File: config.mk
export PLATFORM = sky130hd
export DESIGN_NAME = tga_rle_pixel_decoder
export DESIGN_NICKNAME = d
export VERILOG_FILES = /design/src/rtl/core/tgarle_pkg.sv /design/src/rtl/core/tgarle_parser.sv /design/src/rtl/core/tgarle_convert.sv /design/src/rtl/core/tgarle_outbuf.sv /design/src/rtl/core/tga_rle_pixel_decoder.sv
export VERILOG_INCLUDE_DIRS = /design/src /design/src/rtl/core
export SDC_FILE = /design/constraint.sdc
export NUM_CORES = 1
export LEC_CHECK = 0
export BUFFER_PORTS_ARGS = -buffer_cell sky130_fd_sc_hd__buf_2
export CAP_MARGIN = 20
export CORE_UTILIZATION = 60
export DETAILED_ROUTE_END_ITERATION = 16
export PLACE_DENSITY = 0.9
export REMOVE_ABC_BUFFERS = 1
export SYNTH_ARGS = -nofsm -noshare
export SYNTH_HDL_FRONTEND = slang
export SYNTH_SLANG_ARGS = --single-unit
File: constraint.sdc
create_clock -name clk_i -period 27.9 [get_ports clk_i]
set_input_delay 4.185 -clock clk_i [delete_from_list [all_inputs] [get_ports clk_i]]
set_output_delay 4.185 -clock clk_i [all_outputs]
set_load 0.01 [all_outputs]
File: src/rtl/core/tga_rle_pixel_decoder_assert.svh
// Assertion macros for the Targa RLE pixel decoder.
// All checks run on clk_i and are held off while rst_ni is low.
`ifndef TGA_RLE_PIXEL_DECODER_ASSERT_SVH
`define TGA_RLE_PIXEL_DECODER_ASSERT_SVH

// Check that a property holds at every rising clock edge.
`define TGARLE_ASSERT(lbl, prop, msg) \
  lbl: assert property (@(posedge clk_i) disable iff (!rst_ni) (prop)) else $error(msg);

// Check that an antecedent implies a consequent in the same cycle.
`define TGARLE_ASSERT_IMP(lbl, ante, cons, msg) \
  lbl: assert property (@(posedge clk_i) disable iff (!rst_ni) (ante) |-> (cons)) \
    else $error(msg);

`endif

File: src/rtl/core/tgarle_pkg.sv
package tgarle_pkg;

  localparam int unsigned PixelW   = 32;
  localparam int unsigned NBytesW  = 3;
  localparam int unsigned CountW   = 8;
  localparam int unsigned OutDataW = 48;
  localparam int unsigned AddrW    = 4;

  // Register indexes (paddr[3:2])
  localparam logic [1:0] REG_PIXEL_BYTES  = 2'd0;
  localparam logic [1:0] REG_RLE_ENABLE   = 2'd1;
  localparam logic [1:0] REG_PIXEL_FORMAT = 2'd2;
  localparam logic [1:0] REG_ALPHA_BITS   = 2'd3;

  // Pixel format codes
  localparam logic [1:0] FMT_PASS = 2'd0;
  localparam logic [1:0] FMT_BGR  = 2'd1;
  localparam logic [1:0] FMT_555  = 2'd2;

  localparam logic [7:0] RunThreshold = 8'd128;
  localparam logic [7:0] RunBias      = 8'd127;

  typedef enum logic [1:0] {
    MODE_HEADER = 2'd0,
    MODE_REPEAT = 2'd1,
    MODE_RAW    = 2'd2
  } mode_e;

  typedef struct packed {
    logic [2:0] pixel_bytes;
    logic       rle_enable;
    logic [1:0] pixel_format;
    logic [3:0] alpha_bits;
  } cfg_t;

  // Gathered pixel leaving the packet parser
  typedef struct packed {
    logic              valid;
    logic [PixelW-1:0] sample;
    logic [CountW-1:0] count;
  } sample_t;

  // Converted result item
  typedef struct packed {
    logic [CountW-1:0]  run_count;
    logic [NBytesW-1:0] out_bytes;
    logic [PixelW-1:0]  pixel_word;
  } pix_t;

  // Bytes per pixel, with out-of-range codes clamped to 1..4
  function automatic logic [2:0] eff_bytes(input logic [2:0] pb);
    logic [2:0] n;
    if (pb == 3'd0) begin
      n = 3'd1;
    end else if (pb > 3'd4) begin
      n = 3'd4;
    end else begin
      n = pb;
    end
    return n;
  endfunction

endpackage

File: src/rtl/core/tgarle_parser.sv
module tgarle_parser
  import tgarle_pkg::*;
(
  input  logic       clk_i,
  input  logic       rst_ni,
  input  cfg_t       cfg_i,
  input  logic       take_i,
  input  logic [7:0] byte_i,
  input  logic       frame_start_i,
  output sample_t    sample_o
);

  mode_e       mode_q, mode_d;
  logic [7:0]  left_q, left_d;
  logic [1:0]  idx_q, idx_d;
  logic [31:0] shift_q, shift_d;
  logic [7:0]  run_q, run_d;

  // State as seen after an optional frame-start clear
  mode_e       mode_c;
  logic [7:0]  left_c;
  logic [1:0]  idx_c;
  logic [31:0] shift_c;
  logic [7:0]  run_c;

  logic [1:0]  last_idx;
  logic [31:0] gathered;
  logic        complete;
  logic [2:0]  nbytes;

  always_comb begin
    nbytes   = eff_bytes(cfg_i.pixel_bytes);
    last_idx = 2'(nbytes - 3'd1);

    if (frame_start_i) begin
      mode_c  = MODE_HEADER;
      left_c  = '0;
      idx_c   = '0;
      shift_c = '0;
      run_c   = '0;
    end else begin
      mode_c  = mode_q;
      left_c  = left_q;
      idx_c   = idx_q;
      shift_c = shift_q;
      run_c   = run_q;
    end

    gathered = shift_c | (32'(byte_i) << {idx_c, 3'b000});
    complete = (idx_c >= last_idx);

    mode_d  = mode_c;
    left_d  = left_c;
    run_d   = run_c;
    idx_d   = complete ? 2'd0 : 2'(idx_c + 2'd1);
    shift_d = complete ? 32'd0 : gathered;

    sample_o.valid  = 1'b0;
    sample_o.sample = gathered;
    sample_o.count  = 8'd1;

    if (!cfg_i.rle_enable) begin
      sample_o.valid = complete;
    end else begin
      unique case (mode_c)
        MODE_REPEAT: begin
          if (complete) begin
            sample_o.valid = 1'b1;
            sample_o.count = run_c;
            run_d          = '0;
            mode_d         = MODE_HEADER;
          end
        end
        MODE_RAW: begin
          if (complete) begin
            sample_o.valid = 1'b1;
            left_d         = left_c - 8'd1;
            if (left_d == 8'd0) begin
              mode_d = MODE_HEADER;
            end
          end
        end
        default: begin
          // header byte: open a packet, drop any partial pixel
          idx_d   = '0;
          shift_d = '0;
          if (byte_i >= RunThreshold) begin
            run_d  = byte_i - RunBias;
            mode_d = MODE_REPEAT;
          end else begin
            left_d = byte_i + 8'd1;
            mode_d = MODE_RAW;
          end
        end
      endcase
    end

    sample_o.valid = sample_o.valid & take_i;
  end

  always_ff @(posedge clk_i or negedge rst_ni) begin
    if (!rst_ni) begin
      mode_q  <= MODE_HEADER;
      left_q  <= '0;
      idx_q   <= '0;
      shift_q <= '0;
      run_q   <= '0;
    end else if (take_i) begin
      mode_q  <= mode_d;
      left_q  <= left_d;
      idx_q   <= idx_d;
      shift_q <= shift_d;
      run_q   <= run_d;
    end
  end

endmodule

File: src/rtl/core/tgarle_convert.sv
module tgarle_convert
  import tgarle_pkg::*;
(
  input  cfg_t    cfg_i,
  input  sample_t sample_i,
  output pix_t    pix_o
);

  logic [7:0] b0, b1, b2, b3;
  logic [7:0] r5, g5, bl5;
  logic [2:0] nbytes;

  function automatic logic [7:0] widen5(input logic [7:0] v);
    return v + (v >> 5);
  endfunction

  always_comb begin
    b0 = sample_i.sample[7:0];
    b1 = sample_i.sample[15:8];
    b2 = sample_i.sample[23:16];
    b3 = sample_i.sample[31:24];

    r5  = (b1 << 1) & 8'hf8;
    g5  = ((b0 & 8'he0) >> 2) + ((b1 & 8'h03) << 6);
    bl5 = (b0 << 3) & 8'hf8;

    nbytes = eff_bytes(cfg_i.pixel_bytes);

    pix_o.run_count = sample_i.count;

    unique case (cfg_i.pixel_format)
      FMT_BGR: begin
        pix_o.pixel_word = {8'h00, b0, b1, b2};
        pix_o.out_bytes  = 3'd3;
        if (cfg_i.alpha_bits != 4'd0) begin
          pix_o.pixel_word[31:24] = b3;
          pix_o.out_bytes         = 3'd4;
        end
      end
      FMT_555: begin
        pix_o.pixel_word = {8'h00, widen5(bl5), widen5(g5), widen5(r5)};
        pix_o.out_bytes  = 3'd3;
        if (cfg_i.alpha_bits == 4'd1) begin
          // set top bit means transparent
          pix_o.pixel_word[31:24] = b1[7] ? 8'h00 : 8'hff;
          pix_o.out_bytes         = 3'd4;
        end
      end
      default: begin
        pix_o.out_bytes  = nbytes;
        pix_o.pixel_word = {(nbytes >= 3'd4) ? b3 : 8'h00,
                            (nbytes >= 3'd3) ? b2 : 8'h00,
                            (nbytes >= 3'd2) ? b1 : 8'h00,
                            b0};
      end
    endcase
  end

endmodule

File: src/rtl/core/tgarle_outbuf.sv
module tgarle_outbuf
  import tgarle_pkg::*;
(
  input  logic clk_i,
  input  logic rst_ni,
  input  logic push_i,
  input  pix_t data_i,
  output logic space_o,
  output logic valid_o,
  input  logic ready_i,
  output pix_t data_o
);

  pix_t       entry_q [2];
  logic [1:0] cnt_q, cnt_d;
  logic       pop;

  assign pop     = valid_o & ready_i;
  assign valid_o = (cnt_q != 2'd0);
  assign space_o = (cnt_q != 2'd2);
  assign data_o  = entry_q[0];

  always_comb begin
    cnt_d = cnt_q;
    if (push_i && !pop) begin
      cnt_d = cnt_q + 2'd1;
    end else if (pop && !push_i) begin
      cnt_d = cnt_q - 2'd1;
    end
  end

  always_ff @(posedge clk_i or negedge rst_ni) begin
    if (!rst_ni) begin
      cnt_q <= '0;
    end else begin
      cnt_q <= cnt_d;
    end
  end

  always_ff @(posedge clk_i) begin
    if (pop) begin
      // advance the second entry, or take the new one behind the popped head
      if (push_i && cnt_q == 2'd1) begin
        entry_q[0] <= data_i;
      end else begin
        entry_q[0] <= entry_q[1];
        if (push_i) begin
          entry_q[1] <= data_i;
        end
      end
    end else if (push_i) begin
      if (cnt_q == 2'd0) begin
        entry_q[0] <= data_i;
      end else begin
        entry_q[1] <= data_i;
      end
    end
  end

endmodule

File: src/rtl/core/tga_rle_pixel_decoder.sv
// Targa pixel-data decoder. Takes one stream byte per cycle on the slave side
// and gives at most one converted pixel per byte on the master side, each with
// the count of times a downstream stage should repeat it (runs stay packed).
// A byte is taken every cycle as long as the two-entry output buffer has room;
// the packet state and byte gathering update at the accepting edge and the
// converted result is written into that buffer, from which the master side is
// served in order. Assert tuser with the first byte
// of a frame to clear packet state. Write the APB registers only while the
// block is idle.
`include "tga_rle_pixel_decoder_assert.svh"

module tga_rle_pixel_decoder
  import tgarle_pkg::*;
(
  input  logic                clk_i,
  input  logic                rst_ni,
  input  logic                s_axis_tvalid,
  output logic                s_axis_tready,
  input  logic [7:0]          s_axis_tdata,   // [7:0] data_byte
  input  logic                s_axis_tuser,   // [0] frame_start
  output logic                m_axis_tvalid,
  input  logic                m_axis_tready,
  // [31:0] pixel_word, [34:32] out_bytes, [42:35] run_count, [47:43] zero
  output logic [OutDataW-1:0] m_axis_tdata,
  input  logic                psel,
  input  logic                penable,
  input  logic                pwrite,
  input  logic [AddrW-1:0]    paddr,
  input  logic [31:0]         pwdata,
  output logic [31:0]         prdata,
  output logic                pready
);

  cfg_t    cfg_q;
  logic    take;
  logic    space;
  logic    cfg_wr;
  sample_t sample;
  pix_t    pix_new;
  pix_t    pix_out;

  assign pready = 1'b1;
  assign cfg_wr = psel & penable & pwrite & pready;

  always_ff @(posedge clk_i or negedge rst_ni) begin
    if (!rst_ni) begin
      cfg_q.pixel_bytes  <= 3'd3;
      cfg_q.rle_enable   <= 1'b1;
      cfg_q.pixel_format <= FMT_PASS;
      cfg_q.alpha_bits   <= 4'd0;
    end else if (cfg_wr) begin
      unique case (paddr[3:2])
        REG_PIXEL_BYTES:  cfg_q.pixel_bytes  <= pwdata[2:0];
        REG_RLE_ENABLE:   cfg_q.rle_enable   <= pwdata[0];
        REG_PIXEL_FORMAT: cfg_q.pixel_format <= pwdata[1:0];
        REG_ALPHA_BITS:   cfg_q.alpha_bits   <= pwdata[3:0];
        default: ;
      endcase
    end
  end

  always_comb begin
    unique case (paddr[3:2])
      REG_PIXEL_BYTES:  prdata = {29'd0, cfg_q.pixel_bytes};
      REG_RLE_ENABLE:   prdata = {31'd0, cfg_q.rle_enable};
      REG_PIXEL_FORMAT: prdata = {30'd0, cfg_q.pixel_format};
      REG_ALPHA_BITS:   prdata = {28'd0, cfg_q.alpha_bits};
      default:          prdata = '0;
    endcase
  end

  assign s_axis_tready = space;
  assign take          = s_axis_tvalid & space;

  tgarle_parser u_parser (
    .clk_i        (clk_i),
    .rst_ni       (rst_ni),
    .cfg_i        (cfg_q),
    .take_i       (take),
    .byte_i       (s_axis_tdata),
    .frame_start_i(s_axis_tuser),
    .sample_o     (sample)
  );

  tgarle_convert u_convert (
    .cfg_i   (cfg_q),
    .sample_i(sample),
    .pix_o   (pix_new)
  );

  tgarle_outbuf u_outbuf (
    .clk_i  (clk_i),
    .rst_ni (rst_ni),
    .push_i (sample.valid),
    .data_i (pix_new),
    .space_o(space),
    .valid_o(m_axis_tvalid),
    .ready_i(m_axis_tready),
    .data_o (pix_out)
  );

  assign m_axis_tdata = {5'd0, pix_out.run_count, pix_out.out_bytes, pix_out.pixel_word};

  `TGARLE_ASSERT_IMP(a_run_nonzero, m_axis_tvalid,
                     m_axis_tdata[42:35] != 8'd0, "zero run count")
  `TGARLE_ASSERT_IMP(a_nbytes_range, m_axis_tvalid,
                     (m_axis_tdata[34:32] != 3'd0) && (m_axis_tdata[34:32] <= 3'd4),
                     "out_bytes out of range")
  `TGARLE_ASSERT_IMP(a_full_has_out, !s_axis_tready, m_axis_tvalid,
                     "stalled input with empty output")
  `TGARLE_ASSERT(a_one_byte_clean,
                 !(m_axis_tvalid && m_axis_tdata[34:32] == 3'd1) || (m_axis_tdata[31:8] == 24'd0),
                 "bytes above out_bytes not zero")

endmodule

==> results.cfg, run 1 <==
[global_route]
grt_start_max_net_pins = 65
grt_use_met1 = 0.3472
grt_busiest_layer = met2
grt_pass1_vias = 5640
grt_pass1_wl_um = 29150
grt.total_usage = 0.2719
antenna_found_initial = 0
overflow = 0
grtUsageMet3 = 0.06880
grtUsageMet2 = 0.4309

[synthesis]
yosysTopAreaCellShare = 0.3209
synth_edf_count = 86
yosys-top-cells-area = edfxtp_1, dfrtp_1, buf_4, mux2_2, nand2_1
yosys_warnings = 0
synth_area_mm2 = 0.008048
syn_inst = 741
synth_cell_types = 67
ys.flop_type = edfxtp_1
async_reset_ff_frac = 0.4267
synth_most_common_cell = edfxtp_1
ys_seq_area_frac = 0.5204
synth_seq_cells = 150
avgSynthCellArea_um2 = 10.86
synth_top_area_cell = edfxtp_1
synth_common_cells = edfxtp_1, buf_4, nand2_1

[job]
max_cap_viol_count = 0

[die]
chipHeight_um = 117.8
rows = 41
core_area_mm2 = 0.01282
initial_core_util = 0.6275
ios = 135
die_area_mm2 = 0.01388
die_x_um = 117.8

[status]
status = finished clean

[placement]
dpl.hpwl_um = 11400
dpl_cell_area_mm2 = 0.008009
io_buffer_count = 70
dp.cells = 899
gp_congestion = 0.8813

[finish]
multi_input_area_mm2 = 0.003094
nNetsFinal = 815
fin_cells = 933
antennaDiodeCount = 0
syn2layout_area_growth_pct = 7.276
stdcell_area_mm2 = 0.008633
fill_cells = 925
regArea_mm2 = 0.004188
layout-drive-gt1-share = 0.2168

[clock_network]
cts_num_sinks = 150
cts_max_level = 4
postCtsHoldBufs = 0
root_buffer = clkbuf_16
cts_max_path_buffers = 2
cts_tree = built
cts_setup_buffers = 0
clk_pin_slew_ns = 0.06
cts_buffers = 17
clk_latency_ns = 0.44
cts_resized = 0

[setup_path]
crit_type = input pin to output pin
r2r_start = cfg_q[7]
end_kind = output pin
start_kind = input pin
critical_path_arrival_ns = 5.03
cp_max_fo = 9
r2r_cells = 8
crit_path_start = paddr[3]
critical_path.endpoint = prdata[0]
r2r_slack_ns = 24.62
regToRegEndpoint = u_outbuf.entry_q[0][39]
cp.required_ns = 23.72

[timing]
relSlewSlack = 0.3456
fin_skew_ns = 0.006165
finalCritPeriodShare = 0.3304
holdWs_ns = 0.4840
tns_ns = 0
max_slew.worst_pin.slew_ns = 0.9805
slew_viol_final = 0
finalSetupViolCount = 0
hold_viol_final = 0
min_period_ns = 9.218
max_freq_mhz = 108.5
rsz0062_at_grt = no

[detailed_routing]
drt-pass1-iter-count = 5
wl_um = 17910
drcViolationCount = 0
drt_iter0_drc = 640
final_antenna_net_count = 0
num_vias = 5743
via_per_inst = 6.155
wl_per_cell_um = 19.20

[pwr]
leakage_uw = 0.003666
ir_drop_mv = 0.03774
total_power_uw = 862.9
p_per_area_mw_per_mm2 = 99.95

[min_path]
worstHoldPathType = register to register
-- layout make-up --
| cell class | instances | share of cell area |
|---|---|---|
| clock buffer | 19 | 0.05246 |
| clock inverter | 13 | 0.01493 |
| inverter | 33 | 0.01435 |
| multi-input combinational | 469 | 0.3584 |
| sequential | 150 | 0.4851 |
| tap | 172 | 0.02493 |
| timing repair buffer | 77 | 0.04986 |
-- where the power goes --
part	switching, uW	leakage (uW)	total [uW]	internal [uW]
logic	178	0.00172	288	110
clock network	90.7	0.000284	226	135
registers	36.0	0.00167	349	313
total	305	0.00367	863	558
-- through the flow --
step,utilization,setup WS (ns)
2_1_floorplan,-,14.96
3_3_place_gp,0.6239,18.69
3_5_place_dp,0.6245,18.70
4_1_cts,0.6699,18.69
5_1_grt,0.6732,18.66
6_report,0.6732,18.68
-- cell families after synthesis --
logic type,Yosys count,synth area share
buf+inv,154,0.1112
simple gates,177,0.1077
flops,150,0.5204
xor+xnor,9,0.009794
mux,49,0.06996
fa+ha+maj,15,0.02332
other cells,2,0.0009332
compound gates,185,0.1567
-- metal layers --
layer | routed length [um] | part of all wire
met4 | 581 | 0.032
met1 | 7306 | 0.41
met5 | 0 | 0
met3 | 1411 | 0.079
met2 | 8612 | 0.48
-- state kept, by name, indices dropped and copies added (netlist names) --
register	flops
u_parser.left_q	8
cfg_q	10
u_outbuf.cnt_q	2
u_outbuf.entry_q	86
u_parser.run_q	8
u_parser.shift_q	32
u_parser.mode_q	2
u_parser.idx_q	2
-- worst min path at each step --
stage	slack (ns)	start	to	depth (start not counted)
floorplan	0.45	u_parser.run_q[2]	u_parser.run_q[2]	1
global placement	0.46	u_parser.shift_q[15]	u_parser.shift_q[15]	2
global route	0.51	u_parser.shift_q[15]	u_parser.shift_q[15]	2
CTS	0.49	u_parser.shift_q[15]	u_parser.shift_q[15]	2
detailed placement	0.47	u_parser.run_q[2]	u_parser.run_q[2]	1
finish	0.48	u_parser.shift_q[15]	u_parser.shift_q[15]	2
-- placed cells by master, fill, tap and decap left out, types with 5 or more instances in the layout --
| cell type | synthesis | layout |
|---|---|---|
| nor3_1 | 5 | 5 |
| inv_1 | 33 | 33 |
| o221ai_1 | 10 | 10 |
| and2_1 | 9 | 9 |
| buf_4 | 80 | 5 |
| nor2_1 | 40 | 40 |
| nand3_1 | 13 | 13 |
| clkbuf_16 | 0 | 17 |
| nand3b_1 | 11 | 11 |
| conb_1 | 2 | 34 |
| a21oi_1 | 33 | 33 |
| buf_2 | 13 | 70 |
| o21ai_0 | 39 | 39 |
| mux2_2 | 47 | 47 |
| dfrtp_1 | 61 | 61 |
| a211oi_1 | 12 | 12 |
| nand2_1 | 66 | 65 |
| nor2b_1 | 9 | 9 |
| edfxtp_1 | 86 | 86 |
| a22oi_1 | 7 | 7 |
| a22o_1 | 15 | 15 |
| ha_1 | 15 | 15 |
| a211o_1 | 6 | 6 |
| o22ai_1 | 13 | 13 |
| a31oi_1 | 6 | 6 |
| a21o_1 | 15 | 15 |
| xor2_1 | 5 | 5 |
| nand2b_1 | 6 | 6 |
-- critical path: stages --
cell and delay [ns]:
buf_2 0.17, mux4_2 0.52, buf_2 0.16
Note: power is estimated with default switching activity, not from simulation.
==> run 2: changes to the inputs <==
--- a/config.mk
+++ b/config.mk
@@ -8,9 +8,9 @@
 export LEC_CHECK = 0
 export BUFFER_PORTS_ARGS = -buffer_cell sky130_fd_sc_hd__buf_2
 export CAP_MARGIN = 20
-export CORE_UTILIZATION = 60
+export CORE_UTILIZATION = 57
 export DETAILED_ROUTE_END_ITERATION = 16
-export PLACE_DENSITY = 0.9
+export PLACE_DENSITY = 0.87
 export REMOVE_ABC_BUFFERS = 1
 export SYNTH_ARGS = -nofsm -noshare
 export SYNTH_HDL_FRONTEND = slang
==> constraint.sdc (replaced) <==
create_clock -name clk_i -period 9.1 [get_ports clk_i]
set_input_delay 1.365 -clock clk_i [delete_from_list [all_inputs] [get_ports clk_i]]
set_output_delay 1.365 -clock clk_i [all_outputs]
set_load 0.01 [all_outputs]
==> run 2 against run 1 <==
Sequential cell count stayed put. Combinational power increased to 3.0 times the previous value. Via count is 0.68% lower. Non-clock buffer count is the same. Critical path depth grew 6. Clock power grew to 3.0 times the previous value. Worst hold slack gained 0.0017 ns. Setup slack got worse by 14 ns. Clock skew is 0.0023 ns higher.
==> results.cfg, run 2 (synthesis gave the netlist of run 1 again) <==
[clock_network]
cts_tree = built
cts_max_path_buffers = 2
root_buffer = clkbuf_16
cts_resized = 0
cts_max_level = 4
cts_num_sinks = 150
clk_pin_slew_ns = 0.06
cts_buffers = 17
clk_latency_ns = 0.43
postCtsHoldBufs = 0
cts_setup_buffers = 0

[detailed_routing]
drt_iter0_drc = 642
wl_per_cell_um = 18.39
drcViolationCount = 0
wl_um = 17300
num_vias = 5704
final_antenna_net_count = 0
drt-pass1-iter-count = 5
via_per_inst = 6.062

[pwr]
p_per_area_mw_per_mm2 = 304.1
seqPwrFrac = 0.406
clkPwrFrac = 0.261
power_switching_share = 0.3481
power_frac_comb = 0.333
p_sw_uw = 914.2
leakage_uw = 0.003668
p_int_uw = 1712
ir_drop_mv = 0.1487

[global_route]
grt_pass1_vias = 5382
grt.total_usage = 0.2501
grt_pass1_wl_um = 27970
antenna_found_initial = 0
overflow = 0
grt_start_max_net_pins = 65

[placement]
dpl.hpwl_um = 11090
io_buffer_count = 70
dpl_cell_area_mm2 = 0.008020
gp_congestion = 0.8814
pre_cts_ws_ns = 4.400
dp.cells = 907

[timing]
hold_viol_final = 0
finalSetupViolCount = 0
max_freq_mhz = 233.2
relSlewSlack = 0.3857
holdWs_ns = 0.4857
max_slew.worst_pin.slew_ns = 0.9214
rsz0062_at_grt = no
min_period_ns = 4.288
slew_viol_final = 0
finalCritPeriodShare = 0.4712
worst_slack_ns = 4.812
fin_skew_ns = 0.008446

[die]
die_x_um = 120.8
initial_core_util = 0.5820
chipHeight_um = 120.8
die_area_mm2 = 0.01460
rows = 43
core_area_mm2 = 0.01383
ios = 135

[setup_path]
crit_slowest_cell = a41o_2
cp_max_fo = 43
cp.required_ns = 9.27
critical_path_arrival_ns = 4.46
crit_type = input pin to register
crit_chain = buf_2 -> inv_1 -> buf_4 -> nand2_1 -> inv_1 -> ha_1 -> nand2_1 -> a41o_2 -> mux2_2
cpPeakStageDelay_ns = 0.82
end_kind = register
crit_buf_inv = 4
critPathTopFamily = buffers and inverters
r2r_slack_ns = 5.64
start_kind = input pin

[finish]
largestRegisters = u_outbuf.entry_q x86, u_parser.shift_q x32, cfg_q x10
layout-drive-gt1-share = 0.2155
largest_register_ff_count = 86
layout_commonest_cell = edfxtp_1
syn2layout_area_growth_pct = 7.338
stdcell_area_mm2 = 0.008638
nNetsFinal = 815
antennaDiodeCount = 0
fin_cells = 941
regMostFlops = u_outbuf.entry_q
mostFrequentLayoutCells = edfxtp_1, buf_2, nand2_1, dfrtp_1, mux2_2

[status]
status = finished clean

[job]
max_cap_viol_count = 0

[min_path]
worstHoldPathType = register to register
-- run 2: changes by cell type in the layout (fill, tap and decap cells not counted), sizes merged --
cell      delta
clkinv       -1
inv          -1
clkinvlp     -2
clkbuf       +4
-- run 2: layout make-up --
cell class,instances,area (um2)
clock buffers,23,467.9
inverters,33,123.9
flip-flops and latches,150,4188
fillers,1057,5189
multi-input cells,469,3095
well taps,180,225.2
repair buffers,77,435.4
clock inverters,9,102.6
-- run 2: per-layer routing --
metal,global-route usage,wire length (um),vias to the layer above
met4,0.08951,399,0
met2,0.3871,8022,330
met5,0,0,-
met3,0.06415,1558,38
met1,0.3412,7321,2745
li1,-,-,2591
-- run 2: power groups by stage --
stage	registers, uW	logic [uW]	clock network (uW)
finish	1070	875	686
global route	1080	959	716
CTS	1070	850	690
detailed placement	1080	839	0
global placement	1070	822	0
floorplan	1100	544	0
-- run 2: final timing paths --
check / start / endpoint / cells after the start
worst max-delay path: s_axis_tuser / u_outbuf.entry_q[0][21] / 9
worst min-delay path: u_parser.shift_q[15] / u_parser.shift_q[15] / 2
worst max register to register: cfg_q[7] / u_outbuf.entry_q[0][21] / 7
worst min register to register: u_parser.shift_q[15] / u_parser.shift_q[15] / 2
max in group asynchronous: rst_ni / u_parser.shift_q[30] / 2
min in group asynchronous: rst_ni / u_parser.left_q[6] / 2
-- run 2: worst register-to-register path, cell delays in order, from the launching register on --
cell and delay (ns):
dfstp_2 0.54, inv_1 0.05, a21oi_1 0.24, ha_1 0.30, ha_1 0.31, a21o_1 0.41
a41o_2 0.89, mux2_2 0.47
-- run 2: metrics by stage --
step	power (uW)	TNS (ns)	util
3_5_place_dp	1915	0	0.5800
3_3_place_gp	1891	0	0.5800
5_1_grt	2758	0	0.6247
6_report	2627	0	0.6247
2_1_floorplan	1644	-43.82	-
4_1_cts	2606	0	0.6213
